--- src/sv/vic_init.sv ---
// vic_init: post-reset sweep that clears the seen flag of every map entry.
// No dependencies; drives the clear address into the relabel write mux.
`timescale 1ns / 1ps
`default_nettype none

module vic_init #(
    parameter int ADDR_BITS = 20
) (
    input  wire logic                 aclk,
    input  wire logic                 aresetn,
    output logic                      clr_busy,
    output logic      [ADDR_BITS-1:0] clr_addr
);

    logic                 busy_reg, busy_next;
    logic [ADDR_BITS-1:0] addr_reg, addr_next;

    // Walk every address once, then stop
    always_comb begin
        busy_next = busy_reg;
        addr_next = addr_reg;
        if (busy_reg) begin
            addr_next = addr_reg + ADDR_BITS'(1);
            if (addr_reg == {ADDR_BITS{1'b1}}) begin
                busy_next = 1'b0;
            end
        end
    end

    always_ff @(posedge aclk) begin
        if (!aresetn) begin
            busy_reg <= 1'b1;
            addr_reg <= '0;
        end else begin
            busy_reg <= busy_next;
            addr_reg <= addr_next;
        end
    end

    assign clr_busy = busy_reg;
    assign clr_addr = addr_reg;

endmodule

`default_nettype wire

--- config.mk ---
export PLATFORM = sky130hd
export DESIGN_NAME = vic_init
export DESIGN_NICKNAME = d
export VERILOG_FILES = /design/src/sv/vic_init.sv
export SDC_FILE = /design/constraint.sdc
export NUM_CORES = 1
export LEC_CHECK = 0
export BUFFER_PORTS_ARGS = -buffer_cell sky130_fd_sc_hd__clkbuf_2
export CORE_MARGIN = 2
export CORE_UTILIZATION = 45
export CTS_CLUSTER_SIZE = 28
export DETAILED_ROUTE_END_ITERATION = 7
export HOLD_SLACK_MARGIN = 0.15
export PLACE_DENSITY = 0.74
export SYNTH_ARGS = -nofsm -noshare
export SYNTH_HDL_FRONTEND = slang
export SYNTH_SLANG_ARGS = --single-unit
--- constraint.sdc ---
create_clock -name aclk -period 1.9 [get_ports aclk]
set_input_delay 0 -clock aclk [delete_from_list [all_inputs] [get_ports aclk]]
set_output_delay 0 -clock aclk [all_outputs]
set_load 0.03 [all_outputs]
==> results <==
- The run finished with clean final reports.
- The net switching fraction of the power is 0.235.
- The horizontal die dimension is 50.2 um.
- The critical path goes through nand2_1, or3_4, or4_1, a21oi_1.
- After detailed routing, the number of vias per cell comes to 5.24.
- Of the total power, combinational logic draws 0.060.
- Post-CTS repair changed the size of 0 cells.
- The portion of synthesized cell area occupied by the leading cell type is 0.438.
- From bottom edge to top edge, the die measures 50.2 um.
- STA classifies the critical path endpoint as a flop.
- The critical setup path kind is reg2reg.
- The top flip-flop cell by instance count after synthesis is sky130_fd_sc_hd__dfxtp_1.
- The worst path needs 1740 ps of the cycle, external delays included.
- The number of placement rows is 16.
- The critical path's slowest cell is sky130_fd_sc_hd__or4_1.
- In the final layout, the share of cells above drive strength 1 is 0.250.
- The Yosys step of the flow raised 0 warnings.
- Max-cap violations in this run came to 0.
- For this block, the via count after detailed routing is 854.
- The worst register-to-register path ends at clr_addr[19].
- At the end of the flow the core is filled with cells to 0.586.
- Tracing the worst setup path back leads to its startpoint at clr_addr[2].
- In this run the number of H-tree levels came out at 1.
- For this design the static power due to leakage is 0.459 nW.
- Routability-driven placement finished with a final weighted congestion of 0.794.
- The global router's overall resource usage is 0.173.
- The number of global-route vias before repair is 795.
- The number of setup buffers added after CTS is 0.
- The transition time of the tightest slew-check pin is 463 ps.
- The maximum number of pins on one net before global-route repair is 18.
- The worst-case IR drop observed on VDD is 0.344 mV.
- Routed signal wires occupy layers up through met4.
- The count of port buffers added during placement is 22.
- Setup repair after global routing left no endpoint under its margin.
- The cell sitting at the root of the clock tree is a sky130_fd_sc_hd__clkbuf_4.
- The number of flip-flops and latches in the synthesized netlist is 21.
- Leaving out fill and tap cells, the most frequent cells in the layout are sky130_fd_sc_hd__clkbuf_2, sky130_fd_sc_hd__dfxtp_1, sky130_fd_sc_hd__nor2_1.
- In this run, synthesis inferred 0 flip-flops with an integrated enable.
- The number of hold violations in the final report is 0.
- The depth of the worst register-to-register path is 4.
- The maximum fanout count along the critical path is 6.
- The first routing iteration left 11 violations.
- The die covers 0.00252 sq mm.
- Dividing total power by cell area gives a power density of 609 mW/mm^2.
- After detailed routing, the total wire length is 1.92 mm.
- Of the total power, the clock network draws 0.301.
- The TritonCTS clock tree is done.
- The critical path arrival is 1960 ps.
- The worst hold endpoint is clr_busy.
- The normalized max-slew margin is 0.690.
- Dividing the final minimum period by the clock period gives 0.913.
- The startpoint of the worst-slack reg-to-reg timing path is clr_addr[2].
- The number of buffers created by CTS is 3.
- The max-slew violation total from the final report came to 0.
- The number of failing setup endpoints in the final timing report is 0.
- The share of flip-flops with an asynchronous set or reset after synthesis is 0.
- The tightest min-delay check is of the in2reg type.
- Dividing the detail-routed wire length by the instance count gives 11.8 um.
- For flop-to-flop paths, the worst setup slack is 160 ps.
- The number of distinct library cells after synthesis is 27.
- The mean area per synthesized cell is 8.89 sq um.
- The initial antenna violation count was 0.
- The kind of start point of the critical path is a flop.
- Summed over all nets, the switching power comes to 0.167 mW.
- Clock-pin slew was measured on the worst setup and hold paths at 110 ps.
- The delay contributed by the slowest stage of the critical path is 470 ps.
- The largest area contributor in the netlist is sky130_fd_sc_hd__dfxtp_1.
- For this run, the detailed router's first-pass iteration total came to 4.
- In the synthesized netlist, the number of instances is 108.
- Clock latency on the worst-skew pair, taken at its later pin, is 300 ps.
- The area of the placeable core is 0.00198 sq mm.
- The worst hold path was traced through 3 stages.
- The number of clock sinks seen by CTS is 21.
- The initial utilization of the core area, before any placement, comes to 0.484.
- In the routed design, unresolved DRC markers number 0.
- The startpoint identified for the worst hold timing path is aresetn.
- Leaving out fill and tap cells, the most frequent cell in the layout is sky130_fd_sc_hd__clkbuf_2.
- The met1 wire length is 946 um.
- After synthesis the cells add up to 960 sq um.
- Internal power comes to 0.541 mW.
- After synthesis, the cell types taking the most area are sky130_fd_sc_hd__dfxtp_1, sky130_fd_sc_hd__xnor2_1, sky130_fd_sc_hd__nor2_1.
- The count of nets left with antenna violations once routing finished came out at 0.
- Data on the critical path is required at its endpoint by 2130 ps.
- Summed over all nets, the half-perimeter wirelength after detailed placement is 1.46 mm.
- The I/O pin count is 23.
- The layout overhead on the synthesized area is 21.1%.
- The met2 routed wirelength is 899 um.
- After detailed routing, the met3 layer carries 60 um of wire.
- The setup TNS is 0 ps.
- For the final database, setup skew stands at 4.57 ps.
- 0 antenna diodes ended up in the layout.
- After the last flow step, the layout net total stands at 140.
- Of the total power, registers draw 0.639.
- The sum of buffers and inverters on the critical path is 0.
- The synthesized netlist net count is 111.
- The total congestion overflow is 0.
- The clock passes through at most 2 buffers.
- Grouping stages by cell kind, the critical path spends the most delay in simple AND/OR/NAND/NOR gates.
- The first-pass GRT wire length is 3.42 mm.
- The share of the Yosys chip area taken by registers is 0.438.
- For this run, the top clock speed supported by timing is 0.576 GHz.
area by class of cell:
cell class / instances / area [sq um]
fillers: 191 / 820
multi-input cells: 81 / 522
flip-flops and latches: 21 / 423
repair buffers: 26 / 143
well taps: 27 / 33.8
clock buffers: 4 / 26.3
inverters: 4 / 15.0
routing by layer:
metal  up-vias  GRT usage
met5         -          0
met4         0     0.0556
met3         2     0.0298
met2        12      0.285
met1       401      0.228
li1        439          -
worst max path at each step:
| stage | end | cells past startpoint |
|---|---|---|
| after floorplan | clr_addr[19] | 5 |
| after global placement | clr_addr[19] | 4 |
| after detailed placement | clr_addr[19] | 4 |
| after CTS | clr_addr[19] | 4 |
| after global routing | clr_addr[19] | 4 |
| final | clr_addr[19] | 4 |
power groups by stage:
stage          sequential (mW)  clock [mW]  combinational [mW]
3_5_place_dp             0.463           0              0.0413
4_1_cts                  0.453       0.224              0.0433
2_1_floorplan            0.472           0              0.0182
3_3_place_gp             0.462           0              0.0404
6_report                 0.452       0.213              0.0424
5_1_grt                  0.454       0.235              0.0480
per-stage QoR:
| step | worst slack (ps) | hold WS [ps] | instance area (sq um) | power, mW | std cells |
|---|---|---|---|---|---|
| floorplan | 16.2 | 61.9 | 968 | 0.491 | 108 |
| global placement | 251 | 246 | 1130 | 0.502 | 158 |
| detailed placement | 203 | 248 | 1130 | 0.504 | 158 |
| CTS | 175 | 486 | 1160 | 0.720 | 163 |
| global route | 77.2 | 533 | 1160 | 0.737 | 163 |
| finish | 165 | 493 | 1160 | 0.708 | 163 |
registers in the layout, indices dropped and copies added (netlist names):
| register | count |
|---|---|
| clr_addr | 20 |
| clr_busy | 1 |
logic make-up after synthesis:
| logic type | synth area share |
|---|---|
| and+or+nand+nor | 0.313 |
| DFF | 0.438 |
| AOI/OAI and AO/OA | 0.0691 |
| xor gates and xnor gates | 0.100 |
| buffers and inverters | 0.0248 |
| muxes | 0.0417 |
| adders and majority gates | 0.0130 |
Yosys cell counts, types with 4 or more instances:
library cell / n
sky130_fd_sc_hd__nand2_1: 10
sky130_fd_sc_hd__nor2_1: 12
sky130_fd_sc_hd__nand3_1: 6
sky130_fd_sc_hd__nor4_1: 4
sky130_fd_sc_hd__mux2i_1: 4
sky130_fd_sc_hd__a21oi_1: 5
sky130_fd_sc_hd__and3_1: 6
sky130_fd_sc_hd__xor2_1: 4
sky130_fd_sc_hd__xnor2_1: 7
sky130_fd_sc_hd__dfxtp_1: 21
repair_timing:
item	4_1_cts	5_1_grt
endpoints found under the setup margin	0	0
endpoints found under the hold margin	4	0
hold buffers	1	0
worst register-to-register path: cells and delay by family (launching register included):
family	cells	cell delay, ps
AND/OR/NAND/NOR	3	1080
flip-flops	1	440
AO/OA/AOI/OAI	1	140
No activity file was read; power rests on OpenSTA's default activity.
