==> config.mk <==
export PLATFORM = sky130hd
export DESIGN_NAME = vic_relabel
export DESIGN_NICKNAME = d
export VERILOG_FILES = /design/src/sv/vic_pkg.sv /design/src/sv/vic_relabel.sv
export SDC_FILE = /design/constraint.sdc
export NUM_CORES = 1
export LEC_CHECK = 0
export BUFFER_PORTS_ARGS = -buffer_cell sky130_fd_sc_hd__buf_2
export CELL_PAD_IN_SITES_DETAIL_PLACEMENT = 1
export CELL_PAD_IN_SITES_GLOBAL_PLACEMENT = 1
export CORE_UTILIZATION = 30
export CTS_BUF_LIST = sky130_fd_sc_hd__clkbuf_16
export CTS_CLUSTER_DIAMETER = 50
export DETAILED_ROUTE_END_ITERATION = 10
export PLACE_DENSITY_LB_ADDON = 0.1
export SLEW_MARGIN = 20
export SYNTH_ARGS = -nofsm -noshare
export SYNTH_HDL_FRONTEND = slang
export SYNTH_SLANG_ARGS = --single-unit
==> constraint.sdc <==
create_clock -name aclk -period 8.5 [get_ports aclk]
set_input_delay 0.425 -clock aclk [delete_from_list [all_inputs] [get_ports aclk]]
set_output_delay 0.425 -clock aclk [all_outputs]
set_load 0.005 [all_outputs]
==> src/sv/vic_pkg.sv <==
// vic_pkg: item types and field constants for the vertex id compactor.
// No dependencies; vic_relabel, the top and the test files refer to it by scoped names.
`timescale 1ns / 1ps
`default_nettype none

package vic_pkg;

    // Width of every vertex id field on the ports
    localparam int FIELD_W = 20;

    typedef logic [FIELD_W-1:0] id_t;

    // One input item: an edge in original ids
    typedef struct packed {
        id_t src_vertex;
        id_t dst_vertex;
    } in_t;

    // One result item: the same edge in dense ids
    typedef struct packed {
        id_t new_src;
        id_t new_dst;
    } out_t;

endpackage

`default_nettype wire

==> src/sv/vic_relabel.sv <==
// vic_relabel: lookup stage. Issues map reads on accept, resolves both ends
// with write forwarding, allocates dense ids and drives the map write port.
// Depends on vic_pkg.
`timescale 1ns / 1ps
`default_nettype none

module vic_relabel #(
    parameter int VERTEX_BITS = 20,
    parameter int ID_BITS     = 20
) (
    input  wire logic                     aclk,
    input  wire logic                     aresetn,
    // input item channel
    input  wire logic                     s_valid,
    output logic                          s_ready,
    input  wire vic_pkg::in_t             s_item,
    // clear sweep
    input  wire logic                     clr_busy,
    input  wire logic [VERTEX_BITS-1:0]   clr_addr,
    // map memory, entry = {seen, id}
    output logic                          rd_en,
    output logic      [VERTEX_BITS-1:0]   rd_addr_a,
    output logic      [VERTEX_BITS-1:0]   rd_addr_b,
    input  wire logic [ID_BITS:0]         rd_data_a,
    input  wire logic [ID_BITS:0]         rd_data_b,
    output logic                          wr_en,
    output logic      [VERTEX_BITS-1:0]   wr_addr,
    output logic      [ID_BITS:0]         wr_data,
    // resolved item toward the output register
    output logic                          res_valid,
    input  wire logic                     res_ready,
    output vic_pkg::out_t                 res_item
);

    logic                   accept;
    logic                   fire;

    // lookup stage holding one edge while its read data returns
    logic                   p1_valid_reg, p1_valid_next;
    logic [VERTEX_BITS-1:0] p1_src_reg, p1_src_next;
    logic [VERTEX_BITS-1:0] p1_dst_reg, p1_dst_next;

    // write that went out in the cycle the current edge was read
    logic                   fwd_valid_reg, fwd_valid_next;
    logic [VERTEX_BITS-1:0] fwd_addr_reg, fwd_addr_next;
    logic [ID_BITS-1:0]     fwd_id_reg, fwd_id_next;

    // deferred destination write when one edge brings two new vertices
    logic                   pend_valid_reg, pend_valid_next;
    logic [VERTEX_BITS-1:0] pend_addr_reg, pend_addr_next;
    logic [ID_BITS-1:0]     pend_id_reg, pend_id_next;

    logic [VERTEX_BITS-1:0] next_id_reg, next_id_next;

    logic                   src_hit, dst_hit, same_vertex;
    logic                   src_new, dst_new, two_writes;
    logic [ID_BITS-1:0]     src_old_id, dst_old_id;
    logic [ID_BITS-1:0]     src_id, dst_id;
    logic [VERTEX_BITS-1:0] dst_alloc;

    assign fire    = p1_valid_reg && res_ready;
    assign s_ready = !clr_busy && (!p1_valid_reg || (fire && !two_writes));
    assign accept  = s_valid && s_ready;

    // Memory read on accept
    assign rd_en     = accept;
    assign rd_addr_a = VERTEX_BITS'(s_item.src_vertex);
    assign rd_addr_b = VERTEX_BITS'(s_item.dst_vertex);

    // Resolve both ends; source first so a self-loop takes one id
    always_comb begin
        src_hit     = fwd_valid_reg && (fwd_addr_reg == p1_src_reg);
        dst_hit     = fwd_valid_reg && (fwd_addr_reg == p1_dst_reg);
        same_vertex = (p1_src_reg == p1_dst_reg);
        src_new     = !(src_hit || rd_data_a[ID_BITS]);
        dst_new     = !same_vertex && !(dst_hit || rd_data_b[ID_BITS]);
        two_writes  = src_new && dst_new;
        src_old_id  = src_hit ? fwd_id_reg : rd_data_a[ID_BITS-1:0];
        dst_old_id  = dst_hit ? fwd_id_reg : rd_data_b[ID_BITS-1:0];
        dst_alloc   = next_id_reg + VERTEX_BITS'(src_new);
        src_id      = src_new ? next_id_reg[ID_BITS-1:0] : src_old_id;
        if (same_vertex) begin
            dst_id = src_id;
        end else if (dst_new) begin
            dst_id = dst_alloc[ID_BITS-1:0];
        end else begin
            dst_id = dst_old_id;
        end
    end

    // Write port: clear sweep, then deferred write, then this edge's first write
    always_comb begin
        wr_en   = 1'b0;
        wr_addr = p1_src_reg;
        wr_data = {1'b1, src_id};
        if (clr_busy) begin
            wr_en   = 1'b1;
            wr_addr = clr_addr;
            wr_data = '0;
        end else if (pend_valid_reg) begin
            wr_en   = 1'b1;
            wr_addr = pend_addr_reg;
            wr_data = {1'b1, pend_id_reg};
        end else if (fire && (src_new || dst_new)) begin
            wr_en = 1'b1;
            if (!src_new) begin
                wr_addr = p1_dst_reg;
                wr_data = {1'b1, dst_id};
            end
        end
    end

    // Stage, forwarding, deferred write and counter updates
    always_comb begin
        p1_valid_next = p1_valid_reg;
        p1_src_next   = p1_src_reg;
        p1_dst_next   = p1_dst_reg;
        if (accept) begin
            p1_valid_next = 1'b1;
            p1_src_next   = rd_addr_a;
            p1_dst_next   = rd_addr_b;
        end else if (fire) begin
            p1_valid_next = 1'b0;
        end

        fwd_valid_next = fwd_valid_reg;
        fwd_addr_next  = fwd_addr_reg;
        fwd_id_next    = fwd_id_reg;
        if (accept) begin
            fwd_valid_next = wr_en;
            fwd_addr_next  = wr_addr;
            fwd_id_next    = wr_data[ID_BITS-1:0];
        end

        pend_valid_next = fire && two_writes;
        pend_addr_next  = p1_dst_reg;
        pend_id_next    = dst_id;

        next_id_next = next_id_reg;
        if (fire) begin
            next_id_next = next_id_reg + VERTEX_BITS'(src_new) + VERTEX_BITS'(dst_new);
        end
    end

    always_ff @(posedge aclk) begin
        if (!aresetn) begin
            p1_valid_reg   <= 1'b0;
            fwd_valid_reg  <= 1'b0;
            pend_valid_reg <= 1'b0;
            next_id_reg    <= '0;
        end else begin
            p1_valid_reg   <= p1_valid_next;
            fwd_valid_reg  <= fwd_valid_next;
            pend_valid_reg <= pend_valid_next;
            next_id_reg    <= next_id_next;
        end
    end

    always_ff @(posedge aclk) begin
        p1_src_reg    <= p1_src_next;
        p1_dst_reg    <= p1_dst_next;
        fwd_addr_reg  <= fwd_addr_next;
        fwd_id_reg    <= fwd_id_next;
        pend_addr_reg <= pend_addr_next;
        pend_id_reg   <= pend_id_next;
    end

    // Resolved item
    assign res_valid        = p1_valid_reg;
    assign res_item.new_src = vic_pkg::id_t'(src_id);
    assign res_item.new_dst = vic_pkg::id_t'(dst_id);

endmodule

`default_nettype wire

==> summary.md, run 1 <==
| Metric | Value |
|---|---|
| Worst slew pin tran | `1.03 ns` |
| Final instance area | `10300 um^2` |
| Max Clock Freq | `0.178 GHz` |
| Hold_ws | `0.162 ns` |
| H-tree lvl count | `4` |
| Via count | `7318` |
| Hold Startpoint | `s_item[23]` |
| Core area | `27900 um^2` |
| Worst reg2reg endpoint | `next_id_reg[18]$_SDFFE_PN0P_` |
| Critical path arrival | `5.20 ns` |
| Post-synth top flop | `edfxtp_1` |
| CTS max path bufs | `2` |
| Critical Path, Cell by Cell | `xnor2_1 > and4_1 > and4bb_1 > nand2_4 > nand2b_4 > inv_6 > ha_1 > ha_1 > nand2_1 > nor4_1 > nand3_1 > xnor2_1 > mux2_2 > a31oi_1 > o31ai_1 > a32o_1 > buf_2` |
| Clock network fraction of total power | `0.435` |
| Post-placement cell count | `1394` |
| CTS tree | `built` |
| # hold bufs at CTS | `0` |
| Crit start category | `flip-flop` |
| Die Area | `29100 um^2` |
| Top post-synthesis cells by area | `edfxtp_1 28%, dfxtp_1 15%, mux2i_1 6.5%, xnor2_1 5.9%, a21oi_1 4.0%` |
| Combinational Power Share | `0.121` |
| Placer Congestion | `0.818` |
| DR WL/cell | `21.7 um` |
| Worst clock skew | `0.0186 ns` |
| Core Rows | `61` |
| First-pass GRT wire length | `46500 um` |
| Syn Area/Cell | `9.79 um^2` |
| Final core utilization | `0.370` |
| Worst hold stages | `1` |
| Post-route minimum period | `5.63 ns` |
| Total track usage | `0.215` |
| Die X | `171 um` |
| Synthesis-to-finish area growth | `20.7%` |
| Nets | `1147` |
| Sw frac | `0.291` |
| Post-CTS setup buffer count | `0` |
| Hold Path Sink | `p1_src_reg[3]$_DFFE_PP_` |
| TritonRoute pass-1 iters | `4` |
| Total power | `1.76 mW` |
| Share of the clock period used by the worst path | `0.662` |
| Hold Violations, Final | `0` |
| Setup violations, final | `0` |
| Post-route ant nets | `0` |
| Most numerous cell in the Yosys netlist | `edfxtp_1` |
| Largest net degree at the start of global routing | `63` |
| DRT iter0 DRCs | `294` |
| Slew Limit Fails | `0` |
| Vias in the first global route | `7573` |
| Number of synthesized flops with an enable pin | `80` |
| ANT cells | `0` |
| Final WL | `30900 um` |
| Mapped cell area | `8530 um^2` |
| Top post-synthesis cells by count | `80 x edfxtp_1, 70 x nand2_1, 69 x a21oi_1` |
| Rel. slew slack | `0.315` |
| Initial antenna violation count | `1` |
| Non-Filler Instances | `1426` |
| Internal | `1.25 mW` |
| Total CTS buffers | `17` |
| TritonCTS sink count | `143` |
| Pre-CTS WS | `3.38 ns` |
| Leakage | `4.28 nW` |
| Max rail drop VDD | `91.1 uV` |
| Crit. End Element | `output pin` |
| Register share of total power | `0.444` |
| Layout cells sized above 1 | `0.303` |
| Post-synthesis sequential area ratio | `0.429` |
| Worst Setup Path Type | `flip-flop to output pin` |
| Crit-path max FO | `20` |
| Root Driver | `clkbuf_16` |
| Reg2Reg Depth | `16` |
| Clock latency on the worst-skew pair | `0.44 ns` |
| Yosys top cell by area | `edfxtp_1` |
| Mapped Cells | `872` |
| Setup WS post-layout | `2.87 ns` |
| Synthesized Nets | `984` |
| Cell Pwr Density | `171 nW/um^2` |
| Post-DP Area | `9710 um^2` |
| PortBufs | `231` |
| Async SR Flop Fraction | `0` |
| Drt drc | `0` |
| Max cap viols | `0` |
| Status | `finished clean` |
| Top cell type's share of synthesized area | `0.282` |
| Post_cts resized | `0` |
| Detailed Place HPWL | `22500 um` |
| Crit path largest cell delay | `0.66 ns` |
| #FFs+latches synth | `143` |
| Overflow after GRT | `0` |
| Io pins | `232` |
| HP Class | `primary input to flip-flop` |
| Synth cell types | `75` |
| Critical R2R Launch | `p1_src_reg[10]$_DFFE_PP_` |
| Initial Utilization | `0.306` |
| Synth warn | `0` |
| CP max-delay cell | `ha_1` |
| TNS Setup | `0 ns` |
| R2r setup slk | `3.55 ns` |
| P_sw | `514 uW` |
| CP Data Required Time | `8.08 ns` |
| Unrepaired setup endpoints after global routing | `false` |
| Clock transition at path regs | `0.08 ns` |
| Via density | `5.13` |
| Chip Height | `171 um` |
[power groups by stage]
stage          combinational, mW  clock [mW]  sequential, mW
4_1_cts                    0.218       0.784           0.783
5_1_grt                    0.234       0.812           0.786
3_5_place_dp               0.217           0           0.799
6_report                   0.213       0.768           0.783
2_1_floorplan              0.122           0           0.794
3_3_place_gp               0.218           0           0.797
[area by class of cell]
class	count	area (um^2)
Tap cell	378	473
Inverter	27	106
Clock inverter	15	165
Sequential cell	143	3660
Clock buffer	17	425
Multi-Input combinational cell	602	4200
Timing Repair Buffer	244	1270
Fill cell	3244	17600
[worst max path at each step]
stage                                    start                    endpoint  slack, ns
global route           p1_src_reg[6]$_DFFE_PP_                 wr_data[18]       2.46
CTS                    p1_src_reg[6]$_DFFE_PP_                 wr_data[18]       2.87
floorplan           fwd_addr_reg[10]$_DFFE_PP_  fwd_valid_reg$_SDFFE_PN0P_       4.00
finish                 p1_src_reg[6]$_DFFE_PP_                 wr_data[18]       2.87
global placement       p1_src_reg[6]$_DFFE_PP_                 wr_data[18]       3.50
detailed placement     p1_src_reg[6]$_DFFE_PP_                 wr_data[18]       3.38
[logic make-up (layout without fill, tap and decap cells)]
kind of cell	count (synthesis)	after routing	share of synthesized area
simple gates	231	231	0.143
compound gates	189	189	0.141
flops	143	143	0.429
buf+inv	127	303	0.0818
xor+xnor	95	95	0.0975
mux	81	81	0.0988
fa+ha+maj	6	6	0.00850
[routing by layer]
metal / vias to the layer above / part of all wire / GRT usage
met1: 3625 / 0.44 / 0.269
met5: - / 0.00052 / 0
met3: 25 / 0.044 / 0.0407
met2: 198 / 0.50 / 0.375
met4: 2 / 0.014 / 0.0576
li1: 3468 / - / -
[critical path, delay by kind of cell, from the launching register on]
family / cells / cell delay, ns
xor+xnor: 2 / 0.37
fa+ha+maj: 2 / 0.85
compound gates: 3 / 0.55
mux: 1 / 0.29
flops: 1 / 0.45
buf+inv: 2 / 0.37
simple gates: 7 / 1.86
[placed cells by master, fill, tap and decap left out, types with 20 or more instances in the layout]
| master | instances |
|---|---|
| buf_2 | 231 |
| edfxtp_1 | 80 |
| nand2_1 | 70 |
| a21oi_1 | 69 |
| dfxtp_1 | 63 |
| xnor2_1 | 57 |
| mux2i_1 | 55 |
| xor2_1 | 38 |
| o21ai_0 | 34 |
| nor2_1 | 33 |
| nand3_1 | 31 |
| mux2_2 | 26 |
| inv_1 | 25 |
| o22ai_1 | 20 |
(Power assumes the default switching activity.)
==> run 2: changes to the inputs <==
Clock period 8.5 ns to 5.5 ns, I/O delays scaled along.
==> run 2 against run 1 <==
Core utilization up 0.37 points. Clock-buffer cell count unchanged. Combinational power rose by 58%. Sequential cell count did not move. Worst hold slack got worse by 0.14 ns. Total power rose by 55%. Worst setup slack got worse by 2.6 ns. Sequential power rose by 55%. Clock power rose by 55%. Critical path type unchanged. Largest cell class unchanged. Highest routed layer is now met4.
==> summary.md, run 2 (synthesis results as in run 1) <==
| Metric | Value |
|---|---|
| Chip Height | `171 um (unchanged)` |
| ANT cells | `0 (unchanged)` |
| Setup violations, final | `0 (unchanged)` |
| Crit start category | `flip-flop` |
| DR WL/cell | `22.1 um (+1.9%)` |
| Layout cells sized above 1 | `0.310 (+0.00665)` |
| H-tree lvl count | `4 (unchanged)` |
| R2r setup slk | `0.92 ns (-2.63 ns)` |
| Setup WS post-layout | `0.298 ns (-2.58 ns)` |
| CTS tree | `built` |
| Synthesis-to-finish area growth | `21.9%` |
| Multi-input gate area | `4200 um^2 (about the same)` |
| Crit-path max FO | `20 (unchanged)` |
| Most frequent cells in the layout | `231 x buf_2, 80 x edfxtp_1, 70 x nand2_1` |
| End point of the critical path | `wr_data[15]` |
| Via count | `7339 (+0.29%)` |
| Cell family with most CP delay | `simple AND/OR/NAND/NOR gates` |
| Via density | `5.10 (-0.62%)` |
| Rel. slew slack | `0.369 (+0.0544)` |
| Total CTS buffers | `17 (unchanged)` |
| Nets | `1160 (+1.1%)` |
| CTS max path bufs | `2 (unchanged)` |
| Clock transition at path regs | `0.07 ns (about the same)` |
| TritonCTS sink count | `143 (unchanged)` |
| Status | `finished clean` |
| Core area | `27900 um^2 (unchanged)` |
| Initial Utilization | `0.306 (unchanged)` |
| Reg2Reg Depth | `15 (-1)` |
| Clock latency on the worst-skew pair | `0.44 ns (about the same)` |
| Unrepaired setup endpoints after global routing | `false` |
| Max rail drop VDD | `183 uV (+100%)` |
| Crit. End Element | `output pin` |
| Io pins | `232 (unchanged)` |
| Max cap viols | `0 (unchanged)` |
| Total track usage | `0.221 (+0.00606)` |
| FF+latch area | `3660 um^2 (unchanged)` |
| CP Launch Point | `fwd_addr_reg[10]$_DFFE_PP_` |
| Post-route minimum period | `5.20 ns` |
| Critical R2R Launch | `p1_src_reg[6]$_DFFE_PP_` |
| Leakage | `4.32 nW (+0.90%)` |
| DRT iter0 DRCs | `260 (-12%)` |
| HP Class | `primary input to flip-flop` |
| Drt drc | `0 (unchanged)` |
| CP Data Required Time | `5.22 ns (-2.86 ns)` |
| Filler Cell Count | `3177 (-2.1%)` |
| TritonRoute pass-1 iters | `4 (unchanged)` |
| Total power | `2.73 mW (+55%)` |
| Max Clock Freq | `0.192 GHz` |
| Final WL | `31800 um (+2.8%)` |
| Worst Setup Path Type | `flip-flop to output pin` |
| Die Area | `29100 um^2 (unchanged)` |
| Detailed Place HPWL | `23500 um (+4.2%)` |
| Placer Congestion | `0.814 (-0.44%)` |
| Worst reg2reg endpoint | `fwd_id_reg[19]$_DFFE_PP_` |
| PortBufs | `231 (unchanged)` |
| Core Rows | `61 (unchanged)` |
| CP max-delay cell | `nor4_2` |
| Overflow after GRT | `0 (unchanged)` |
| Post-route ant nets | `0 (unchanged)` |
| Bufs and invs on worst path | `2 (unchanged)` |
| Die X | `171 um (unchanged)` |
| Worst clock skew | `0.0136 ns (-0.00506 ns)` |
| Slew Limit Fails | `0 (unchanged)` |
| Share of the clock period used by the worst path | `0.946` |
| Critical Path, Cell by Cell | `xor2_1 > nor4_2 > and4bb_2 > nand2_4 > nand2b_4 > inv_6 > ha_1 > and2_1 > nand3_1 > nor2_1 > xnor2_1 > a211oi_1 > a21oi_1 > a211o_1 > a311oi_1 > buf_2` |
| Largest net degree at the start of global routing | `29 (-54%)` |
| First-pass GRT wire length | `47200 um (+1.7%)` |
| Most common cell after layout, fill and taps aside | `buf_2` |
| Vias in the first global route | `7689 (+1.5%)` |
| Cell Pwr Density | `263 nW/um^2 (+53%)` |
| Critical path depth | `16 (-1)` |
| Pre-CTS WS | `0.707 ns (-2.67 ns)` |
| Hold Violations, Final | `0 (unchanged)` |
| Crit path largest cell delay | `0.53 ns (-0.13 ns)` |
| Hold_ws | `0.0193 ns (-0.143 ns)` |
| Critical path arrival | `4.93 ns (-0.27 ns)` |
| Initial antenna violation count | `0 (-1)` |
| Root Driver | `clkbuf_16` |
| Worst slew pin tran | `0.945 ns (-0.0803 ns)` |
| TNS Setup | `0 ns (unchanged)` |
==> run 2: cell type report <==
type / instances / area share
inverter: 27 / 0.0102
tap: 378 / 0.0455
timing repair buffer: 257 / 0.131
sequential: 143 / 0.352
clock buffer: 17 / 0.0409
clock inverter: 15 / 0.0161
multi-input combinational: 602 / 0.404
==> run 2: worst reg2reg max path, delay by kind of cell (launching register included) <==
family / cells / cell delay [ns]
flip-flops: 1 / 0.45
adder cells (fa/ha/maj): 1 / 0.34
multiplexers: 2 / 0.46
XOR/XNOR: 2 / 0.31
buffers and inverters: 1 / 0.26
AND/OR/NAND/NOR: 7 / 2.05
AO/OA/AOI/OAI: 2 / 0.39
==> run 2: repair_timing <==
action	in CTS	in global routing
buffers inserted	0	0
gates resized for setup	0	4
hold buffers	5	1
hold endpoints to repair	5	1
setup endpoints to repair	0	7
==> run 2: stage by stage <==
| stage | utilization | area [um^2] | cells |
|---|---|---|---|
| floorplan | - | 8530 | 872 |
| global placement | 0.350 | 9740 | 1401 |
| detailed placement | 0.350 | 9740 | 1401 |
| CTS | 0.373 | 10400 | 1438 |
| global route | 0.373 | 10400 | 1439 |
| finish | 0.373 | 10400 | 1439 |
==> run 2: report_power, final <==
part           total (mW)  switching, mW  internal, mW
registers            1.21         0.0319          1.18
logic               0.336          0.190         0.146
clock network        1.19          0.577         0.610
total                2.73          0.799          1.93
==> run 2: routing by layer <==
metal  part of all wire  vias up  GRT usage
li1                   -     3486          -
met1               0.44     3620      0.272
met2               0.49      196      0.387
met3              0.046       37     0.0472
met4              0.018        0     0.0611
met5                  0        -          0
==> run 2: worst min path at each step <==
stage | cells past startpoint | slack, ns | end | startpoint
after global routing | 1 | 0.0007 | p1_dst_reg[12]$_DFFE_PP_ | s_item[12]
after CTS | 1 | 0.0003 | p1_dst_reg[1]$_DFFE_PP_ | s_item[1]
final | 1 | 0.02 | p1_dst_reg[10]$_DFFE_PP_ | s_item[10]
after floorplan | 0 | 0.37 | p1_dst_reg[0]$_DFFE_PP_ | s_item[0]
after global placement | 0 | 0.46 | pend_addr_reg[16]$_DFF_P_ | p1_dst_reg[16]$_DFFE_PP_
after detailed placement | 0 | 0.46 | pend_addr_reg[18]$_DFF_P_ | p1_dst_reg[18]$_DFFE_PP_
